### src/rtl/cascaded_interrupt_controller_defines.svh
// Assertion macros for the cascaded interrupt controller.
`ifndef CASCADED_INTERRUPT_CONTROLLER_DEFINES_SVH
`define CASCADED_INTERRUPT_CONTROLLER_DEFINES_SVH

`ifndef SYNTH
`define CIC_ASSERT_SAME(label, ante, cons) \
    label: assert property (@(posedge aclk) disable iff (!aresetn) (ante) |-> (cons)) \
        else $error("cic check failed");
`define CIC_ASSERT_NEXT(label, ante, cons) \
    label: assert property (@(posedge aclk) disable iff (!aresetn) (ante) |=> (cons)) \
        else $error("cic check failed");
`else
`define CIC_ASSERT_SAME(label, ante, cons)
`define CIC_ASSERT_NEXT(label, ante, cons)
`endif

`endif

### src/rtl/cic_pkg.sv
// Shared types, codes and priority functions for the cascaded interrupt controller.
package cic_pkg;

    localparam logic [1:0] OP_READ   = 2'd0;
    localparam logic [1:0] OP_WRITE  = 2'd1;
    localparam logic [1:0] OP_SAMPLE = 2'd2;
    localparam logic [1:0] OP_ACK    = 2'd3;

    localparam logic [3:0] NONE_BIT  = 4'd8;
    localparam logic [2:0] SPUR_LOW  = 3'd7;

    typedef struct packed {
        logic       wr;
        logic       a0;
        logic [7:0] data;
        logic [7:0] rise;
        logic       take;
        logic [2:0] take_bit;
    } cic_cmd_t;

    typedef struct packed {
        logic [7:0] irr;
        logic [7:0] isr;
        logic [7:0] imr;
        logic [4:0] base;
        logic [7:0] icw3;
        logic       aeoi;
        logic       rsel;
    } cic_stat_t;

    function automatic logic [3:0] lowest_bit(input logic [7:0] v);
        logic [3:0] r;
        r = NONE_BIT;
        for (int i = 7; i >= 0; i--) begin
            if (v[i]) r = 4'(i);
        end
        return r;
    endfunction

    function automatic logic [3:0] pick(input logic [7:0] req, input logic [7:0] imr,
                                        input logic [7:0] isr);
        logic [3:0] p;
        logic [3:0] s;
        p = lowest_bit(req & ~imr);
        s = lowest_bit(isr);
        return (p < s) ? p : NONE_BIT;
    endfunction

endpackage

### src/rtl/cic_chip.sv
// One interrupt controller chip: IRR, ISR, IMR, init sequence and command decode.
module cic_chip (
    input  logic              aclk,
    input  logic              aresetn,
    input  cic_pkg::cic_cmd_t cmd,
    output cic_pkg::cic_stat_t cur,
    output cic_pkg::cic_stat_t nxt
);
    import cic_pkg::*;

    localparam logic [1:0] PH_READY = 2'd0;
    localparam logic [1:0] PH_ICW2  = 2'd1;
    localparam logic [1:0] PH_ICW3  = 2'd2;
    localparam logic [1:0] PH_ICW4  = 2'd3;

    localparam int ICW1_BIT = 4;
    localparam int OCW3_BIT = 3;
    localparam logic [2:0] EOI_NONSPEC = 3'b001;
    localparam logic [2:0] EOI_SPEC    = 3'b011;

    cic_stat_t  stat_reg, stat_next;
    logic [1:0] phase_reg, phase_next;
    logic       ic4_reg, ic4_next;

    always_comb begin
        stat_next  = stat_reg;
        phase_next = phase_reg;
        ic4_next   = ic4_reg;
        if (cmd.wr) begin
            if (!cmd.a0) begin
                if (cmd.data[ICW1_BIT]) begin
                    stat_next.imr  = 8'h00;
                    stat_next.irr  = 8'h00;
                    stat_next.isr  = 8'h00;
                    stat_next.aeoi = 1'b0;
                    stat_next.rsel = 1'b0;
                    ic4_next       = cmd.data[0];
                    phase_next     = PH_ICW2;
                end else if (cmd.data[OCW3_BIT]) begin
                    if (cmd.data[1]) stat_next.rsel = cmd.data[0];
                end else begin
                    case (cmd.data[7:5])
                        EOI_NONSPEC: stat_next.isr = stat_reg.isr & (stat_reg.isr - 8'd1);
                        EOI_SPEC:    stat_next.isr = stat_reg.isr & ~(8'd1 << cmd.data[2:0]);
                        default: ;
                    endcase
                end
            end else begin
                unique case (phase_reg)
                    PH_ICW2: begin
                        stat_next.base = cmd.data[7:3];
                        phase_next     = PH_ICW3;
                    end
                    PH_ICW3: begin
                        stat_next.icw3 = cmd.data;
                        phase_next     = ic4_reg ? PH_ICW4 : PH_READY;
                    end
                    PH_ICW4: begin
                        stat_next.aeoi = cmd.data[1];
                        phase_next     = PH_READY;
                    end
                    default: stat_next.imr = cmd.data;
                endcase
            end
        end
        stat_next.irr = stat_next.irr | cmd.rise;
        if (cmd.take) begin
            stat_next.irr[cmd.take_bit] = 1'b0;
            if (!stat_reg.aeoi) stat_next.isr[cmd.take_bit] = 1'b1;
        end
    end

    always_ff @(posedge aclk) begin
        if (!aresetn) begin
            stat_reg.irr  <= 8'h00;
            stat_reg.isr  <= 8'h00;
            stat_reg.imr  <= 8'hFF;
            stat_reg.base <= 5'd0;
            stat_reg.icw3 <= 8'h00;
            stat_reg.aeoi <= 1'b0;
            stat_reg.rsel <= 1'b0;
            phase_reg     <= PH_READY;
            ic4_reg       <= 1'b0;
        end else begin
            stat_reg  <= stat_next;
            phase_reg <= phase_next;
            ic4_reg   <= ic4_next;
        end
    end

    assign cur = stat_reg;
    assign nxt = stat_next;

endmodule

### src/rtl/cascaded_interrupt_controller.sv
// Top level of the cascaded master/slave interrupt controller pair.
// Each input word is registered, then applied to both chips and answered by one result
// word in the next stage, so a word can be taken every cycle while the output is not
// stalled. Its result goes from the input register into the result register, which drives
// the output. The result is formed on the path from the chip registers through the slave
// and master priority encoders into the result register. Opcodes: 0 port read, 1 port
// write, 2 line sample, 3 acknowledge.
`include "cascaded_interrupt_controller_defines.svh"

module cascaded_interrupt_controller (
    input  logic        aclk,
    input  logic        aresetn,
    input  logic        s_tvalid,
    output logic        s_tready,
    input  logic [31:0] s_tdata,   // port_bit[0], write_data[8:1], request_lines[24:9]
    input  logic [2:0]  s_tuser,   // opcode[1:0], chip_select[2]
    output logic        m_tvalid,
    input  logic        m_tready,
    output logic [23:0] m_tdata,   // read_data[7:0], cpu_interrupt[8], ack_vector[16:9]
    output logic [1:0]  m_tuser    // ack_valid[0], spurious[1]
);
    import cic_pkg::*;

    logic        in_valid_reg;
    logic [1:0]  op_reg;
    logic        cs_reg;
    logic        a0_reg;
    logic [7:0]  data_reg;
    logic [15:0] lines_reg;
    logic [15:0] prev_lines_reg;

    logic        out_valid_reg;
    logic [7:0]  rd_reg, rd_next;
    logic        irq_reg, irq_next;
    logic [7:0]  vec_reg, vec_next;
    logic        ackv_reg, ackv_next;
    logic        spur_reg, spur_next;

    logic        advance;
    logic [15:0] rise;

    cic_cmd_t  mcmd, scmd;
    cic_stat_t mcur, mnxt, scur, snxt;
    cic_stat_t sel;

    logic [3:0]  spick, mpick, spick_n, mpick_n;
    logic [7:0]  mreq, mreq_n;

    assign advance  = in_valid_reg && (!out_valid_reg || m_tready);
    assign s_tready = !in_valid_reg || advance;

    always_ff @(posedge aclk) begin
        if (!aresetn) begin
            in_valid_reg <= 1'b0;
        end else if (s_tready) begin
            in_valid_reg <= s_tvalid;
        end
    end

    always_ff @(posedge aclk) begin
        if (s_tvalid && s_tready) begin
            op_reg    <= s_tuser[1:0];
            cs_reg    <= s_tuser[2];
            a0_reg    <= s_tdata[0];
            data_reg  <= s_tdata[8:1];
            lines_reg <= s_tdata[24:9];
        end
    end

    assign rise = lines_reg & ~prev_lines_reg;

    always_ff @(posedge aclk) begin
        if (!aresetn) begin
            prev_lines_reg <= 16'h0000;
        end else if (advance && op_reg == OP_SAMPLE) begin
            prev_lines_reg <= lines_reg;
        end
    end

    // priority on current state for acknowledge
    assign spick = pick(scur.irr, scur.imr, scur.isr);
    assign mreq  = mcur.irr | ((spick != NONE_BIT) ? mcur.icw3 : 8'h00);
    assign mpick = pick(mreq, mcur.imr, mcur.isr);

    always_comb begin
        mcmd = '0;
        scmd = '0;
        vec_next  = 8'h00;
        ackv_next = 1'b0;
        spur_next = 1'b0;
        mcmd.a0   = a0_reg;
        mcmd.data = data_reg;
        scmd.a0   = a0_reg;
        scmd.data = data_reg;
        if (advance) begin
            case (op_reg)
                OP_WRITE: begin
                    mcmd.wr = !cs_reg;
                    scmd.wr = cs_reg;
                end
                OP_SAMPLE: begin
                    mcmd.rise = rise[7:0];
                    scmd.rise = rise[15:8];
                end
                OP_ACK: begin
                    ackv_next = 1'b1;
                    if (mpick == NONE_BIT) begin
                        spur_next = 1'b1;
                        vec_next  = {mcur.base, SPUR_LOW};
                    end else begin
                        mcmd.take     = 1'b1;
                        mcmd.take_bit = mpick[2:0];
                        if (mcur.icw3[mpick[2:0]]) begin
                            if (spick == NONE_BIT) begin
                                spur_next = 1'b1;
                                vec_next  = {scur.base, SPUR_LOW};
                            end else begin
                                scmd.take     = 1'b1;
                                scmd.take_bit = spick[2:0];
                                vec_next      = {scur.base, spick[2:0]};
                            end
                        end else begin
                            vec_next = {mcur.base, mpick[2:0]};
                        end
                    end
                end
                default: ;
            endcase
        end
    end

    cic_chip u_master (
        .aclk    (aclk),
        .aresetn (aresetn),
        .cmd     (mcmd),
        .cur     (mcur),
        .nxt     (mnxt)
    );

    cic_chip u_slave (
        .aclk    (aclk),
        .aresetn (aresetn),
        .cmd     (scmd),
        .cur     (scur),
        .nxt     (snxt)
    );

    // interrupt line as it stands after this word
    assign spick_n  = pick(snxt.irr, snxt.imr, snxt.isr);
    assign mreq_n   = mnxt.irr | ((spick_n != NONE_BIT) ? mnxt.icw3 : 8'h00);
    assign mpick_n  = pick(mreq_n, mnxt.imr, mnxt.isr);
    assign irq_next = (mpick_n != NONE_BIT);

    assign sel = cs_reg ? scur : mcur;

    always_comb begin
        rd_next = 8'h00;
        if (op_reg == OP_READ) begin
            if (a0_reg) rd_next = sel.imr;
            else        rd_next = sel.rsel ? sel.isr : sel.irr;
        end
    end

    always_ff @(posedge aclk) begin
        if (!aresetn) begin
            out_valid_reg <= 1'b0;
        end else if (advance) begin
            out_valid_reg <= 1'b1;
        end else if (m_tready) begin
            out_valid_reg <= 1'b0;
        end
    end

    always_ff @(posedge aclk) begin
        if (advance) begin
            rd_reg   <= rd_next;
            irq_reg  <= irq_next;
            vec_reg  <= vec_next;
            ackv_reg <= ackv_next;
            spur_reg <= spur_next;
        end
    end

    assign m_tvalid = out_valid_reg;
    assign m_tdata  = {7'd0, vec_reg, irq_reg, rd_reg};
    assign m_tuser  = {spur_reg, ackv_reg};

    `CIC_ASSERT_NEXT(a_ack_answered, advance && op_reg == OP_ACK, out_valid_reg && ackv_reg)
    `CIC_ASSERT_NEXT(a_word_held, in_valid_reg && !advance, in_valid_reg)
    `CIC_ASSERT_SAME(a_spur_is_ack, out_valid_reg && spur_reg, ackv_reg)
    `CIC_ASSERT_SAME(a_one_take, mcmd.take, advance && op_reg == OP_ACK)

endmodule
### config.mk
export PLATFORM = sky130hd
export DESIGN_NAME = cascaded_interrupt_controller
export DESIGN_NICKNAME = d
export VERILOG_FILES = /design/src/rtl/cic_pkg.sv /design/src/rtl/cic_chip.sv /design/src/rtl/cascaded_interrupt_controller.sv
export VERILOG_INCLUDE_DIRS = /design/src /design/src/rtl
export SDC_FILE = /design/constraint.sdc
export NUM_CORES = 1
export LEC_CHECK = 0
export BUFFER_PORTS_ARGS = -buffer_cell sky130_fd_sc_hd__buf_2
export CORE_MARGIN = 4
export CORE_UTILIZATION = 35
export CTS_BUF_LIST = sky130_fd_sc_hd__clkbuf_8
export DETAILED_ROUTE_END_ITERATION = 6
export PLACE_DENSITY = 0.64
export SYNTH_ARGS = -nofsm -noshare
export SYNTH_HDL_FRONTEND = slang
export SYNTH_HIERARCHICAL = 1
export SYNTH_SLANG_ARGS = --single-unit
### constraint.sdc
create_clock -name aclk -period 8.95 [get_ports aclk]
set_clock_uncertainty 0.05 [all_clocks]
set_input_delay 0.4475 -clock aclk [delete_from_list [all_inputs] [get_ports aclk]]
set_output_delay 0.4475 -clock aclk [all_outputs]
set_load 0.05 [all_outputs]
## Word-level counts from Yosys, hierarchy flattened

Cells that the tools add are included.

| storage, ports and cells | value |
|---|---|
| register bits | 149 |
| bits in latches | 0 |
| RAM bits | 0 |
| memory bits (read-only) | 0 |
| output and inout bits | 28 |
| memories | 0 |

| cells by class | value |
|---|---|
| add/subtract/negate cells | 2 |
| multiply operators | 0 |
| divide/modulo/power cells | 0 |
| order comparisons | 9 |
| equality and inequality tests | 20 |
| shift-type cells | 1 |
| mux-type cells | 147 |
| bitwise gates (word level) | 26 |
| reductions and logical operators | 28 |

Operators with widths:

| operator | count |
|---|---|
| $mux W4 | 74 |
| $mux W8 | 24 |
| $mux W39 | 3 |
| $and A8 B8 Y8 | 10 |
| $mux W16 | 4 |
| $not A8 Y8 | 7 |
| $or A8 B8 Y8 | 6 |
| $pmux W8 S2 | 2 |
| $reduce_and A3 Y1 | 9 |
| $mux W13 | 2 |
| $mux W12 | 2 |
| $mux W1 | 23 |
| $and A16 B16 Y16 | 1 |
| $lt A4 B4 Y1 | 4 |
| $not A16 Y16 | 1 |
| $sub A8 B1 Y8 const B | 2 |
| $eq A2 B2 Y1 const B | 6 |
| $lt A3 B4 Y1 const B | 3 |
| $ne A4 B4 Y1 const B | 3 |
| $pmux W2 S3 | 2 |
| $mux W2 | 5 |
| $mux W5 | 2 |
| $eq A4 B4 Y1 const B | 2 |
| $ne A4 B1 Y1 const B | 2 |
| 17 further kinds | 34 |

## Logic depth before layout (Yosys ltp)

| depth | value |
|---|---|
| depth after elaboration | 65 |
| mapped depth | 46 |
| mapped depth without buffers | 46 |

## Cells and area by module

The synthesis kept the hierarchy.

Modules (own cells, without submodules):

| module | instances | cells an instance | area an instance (um2) |
|---|---|---|---|
| cascaded_interrupt_controller | 1 | 519 | 4642.0 |
| cic_chip | 2 | 224 | 2049.5 |

## Worst setup path after synthesis

OpenSTA, ideal clock, no wires.

| timing | value |
|---|---|
| path type | register to register |
| start point | register u_slave.stat_reg, in the netlist u_slave/cur[15] |
| end point | register irq_reg, data pin |
| setup time | 0.167 ns |
| arrival time | 8.341 ns |
| setup slack | 0.392 ns |
| cell stages (with the launch flop) | 44 |
| path through | dfxtp_1 > nand2b_1 > nand2_1 > nor3_1 > nand2_1 > inv_2 > ha_1 > a2111oi_4 > o21ai_1 > o21a_4 > o32a_1 > and2_1 > nand2_1 > nor2_1 > ha_1 > a2111oi_0 > o21ai_0 > nand2_1 > [8 not listed] > nor4_1 > nand2_1 > ha_1 > o21bai_1 > nor2_1 > nor2_1 > a21oi_1 > a21oi_1 > nor2_1 > nor2_1 > a221oi_1 > a211oi_1 > ha_1 > a21oi_1 > nor2b_1 > o21ai_0 > nand2b_1 > a211oi_1 |

RTL lines:

| element | RTL line | text |
|---|---|---|
| start: declaration | cic_chip.sv:21 | `cic_stat_t stat_reg, stat_next;` |
| start signal: assignment | cic_chip.sv:85 | `stat_reg <= stat_next;` |
| end signal: assignment | cascaded_interrupt_controller.sv:177 | `irq_reg <= irq_next;` |
| end: declaration | cascaded_interrupt_controller.sv:34 | `logic irq_reg, irq_next;` |

==> run summary <==
TritonCTS built the clock tree. The number of cell instances on the worst register-to-register path is 45. The end point of the critical path was irq_reg. For this run, the slowest stage of the critical path takes 410 ps. Library cell contributing the largest single delay on the critical path: o311ai_1. The H-tree was split into 4 levels. The register with the most flip-flops in the layout has 39 of them. Final period demand of the worst path: 8650 ps. The x dimension of the die came out at 163 um.

For the endpoint required time on the critical path, the log shows 9190 ps. The tools report the number of max-cap violations as 0. The flow ran to the end, and the final reports show no timing, DRC or antenna violations. The max-slew violation count was 0. In the routed design, unresolved DRC markers number 0.

Once the floorplan was initialized, standard cells occupied 35.7% of the core. Entering global routing, the biggest net connects 67 pins. The data arrival time of the critical path was 8890 ps; the average instance area after synthesis was 8.97 um^2. The tools report the routability-driven placement congestion ratio as 0.941. In this run the critical register-to-register path is captured at irq_reg. Buffers inserted to repair hold after CTS numbered 0. The sum of routed wire length over all layers came out at 24.4 mm. The count of buffers from port buffering is 52, and the vertical die dimension is 163 um. The filler cells instantiated in the layout total 2327. The first global-routing pass estimated 37.6 mm of wire. Detailed routing inserted a total of 7556 vias. Growth of design area from synthesis to finish: 17.1%. The final critical path takes up 96.6% of the cycle. Of all nets on the critical path, the largest fanout is 8. Initial antenna violation count: 0. Worst slack at placement: 56.1 ps. 67 I/O pins were placed.

Clock latency on the worst-skew pair, taken at its later pin, is 460 ps. After layout, the worst setup slack is 303 ps. In the routed layout, each cell is associated on average with a via count of 5.54. At the pin with the least slew margin, the transition time is 1070 ps.

The worst register-to-register path begins at u_slave/cur[36]. The die covers 0.0267 mm^2. The tightest min-delay check is of the in -> reg type. The count of nets left with antenna violations once routing finished came out at 0. Cells with a size suffix above 1 make up 23.2% of the layout.

The final-report hold violation count is 0, and the number of detailed-route iterations in the first pass is 5. VDD sags by at most 0.119 mV. The most critical setup path has its startpoint at u_slave/cur[36]. The number of warnings printed during yosys synthesis was 6; the cell total after placement was 1326. For the maximum number of buffers from clock root to sink, the log shows 2.

The worst setup path is launched from a register. The logs give 1364 for the number of standard cells in the layout, taps in and fillers out and 0 ps for the final sum of negative setup slack. In this run the clock root is driven by a clkbuf_8. The logs give 0 for the number of setup violations in the final report and 28.4% for the headroom to the max-slew limit.

The worst setup path is captured at a register. The overall routing resource usage was 18.0%; the core outline area was 0.0236 mm^2. The via count of the first global-routing pass is 6771. Clock-pin slew was measured on the worst setup and hold paths at 90 ps. The wire-length estimate of the detail-placed layout is 17.6 mm. For this design the ratio of total power to cell area is 130 mW/mm^2.

The category of the critical setup timing path was reg -> reg. The tools report the post-synthesis instance total as 941. The average detailed-routed wire length per instance is 17.9 um, and the antenna diode instance count is 0. The total standard cell area after synthesis is 0.00844 mm^2, and the final layout net count is 1093. The total overflow left after global routing is 0.

The slack of the worst reg-to-reg path is 300 ps, and the site row count is 56. Timing would allow up to 0.116 GHz. For this design, the sink count on the clock tree is 141. The static leakage was 3.96 nW; the DRC marker count from the first detailed-route iteration was 888. The number of clock buffers added by TritonCTS is 17.
-- per-layer routing --
metal / share of wire [%] / global-route usage, %
met3: 8.0 / 3.31
met4: 1.4 / 4.65
met2: 43 / 26.2
met5: 0 / 0
met1: 48 / 27.3
-- worst min path at each step --
stage	end	cells past startpoint	from	slack [ps]
after CTS	data_reg[0]	1	s_tdata[1]	70
after floorplan	prev_lines_reg[10]	2	prev_lines_reg[10]	390
after detailed placement	prev_lines_reg[14]	2	prev_lines_reg[14]	410
after global placement	prev_lines_reg[6]	2	prev_lines_reg[6]	400
final	data_reg[0]	1	s_tdata[1]	100
after global routing	data_reg[6]	1	s_tdata[7]	70
-- power by group --
part	internal [mW]	switching, mW	total [mW]	leakage [nW]
clock network	0.204	0.276	0.480	0.183
logic	0.0353	0.0732	0.108	2.56
registers	0.678	0.0168	0.695	1.22
total	0.917	0.366	1.28	3.96
-- final cells by class --
class                           instances  area [um^2]  area share [%]
Sequential cell                       141         3300            33.4
Clock inverter                         14          109            1.10
Tap cell                              319          399            4.04
Timing Repair Buffer                  113          718            7.27
Clock buffer                           18          248            2.51
Multi-Input combinational cell        721         4960            50.3
Inverter                               38          143            1.44
-- repair_timing --
action,in CTS,in global routing
pin swaps,0,9
endpoints found under the setup margin,1,1
setup buffers,0,6
gates resized for setup,2,43
hold endpoints to repair,0,0
-- critical path, delay by kind of cell, from the launching register on --
family | cells | cell delay (ps)
mux | 2 | 410
compound gates | 17 | 3380
buf+inv | 6 | 710
simple gates | 16 | 2460
fa+ha+maj | 4 | 1090
flops | 1 | 350
-- through the flow --
stage	instance area (um^2)	util (%)	total power, mW	hold WS (ps)
global placement	9300	39.4	0.814	401
floorplan	8460	-	0.780	394
detailed placement	9300	39.4	0.815	409
global route	9880	41.8	1.33	71.8
finish	9880	41.8	1.28	102
CTS	9670	40.9	1.29	74.6
-- layout by cell type (no fill, tap or decap), types with 7 or more instances in the layout --
cell      instances
conb_1            7
a31oi_1          13
inv_1            33
o21ai_0          13
nor3_1           13
nor2b_1          30
a21oi_1          75
ha_1             21
nand2b_1         20
a21boi_0         17
nand2_1          92
and3_1            9
o31ai_1          10
nor3b_1          21
mux2_2           17
nand3_1          16
and2_1           46
o211ai_1          7
mux2i_1          30
dfxtp_1          91
a22o_1           16
buf_4            61
or2_2            22
buf_2            52
nand4_1           9
nor2_1           65
clkbuf_8         18
a211oi_1         20
edfxtp_1         47
Power figures use the tool's default switching activity.
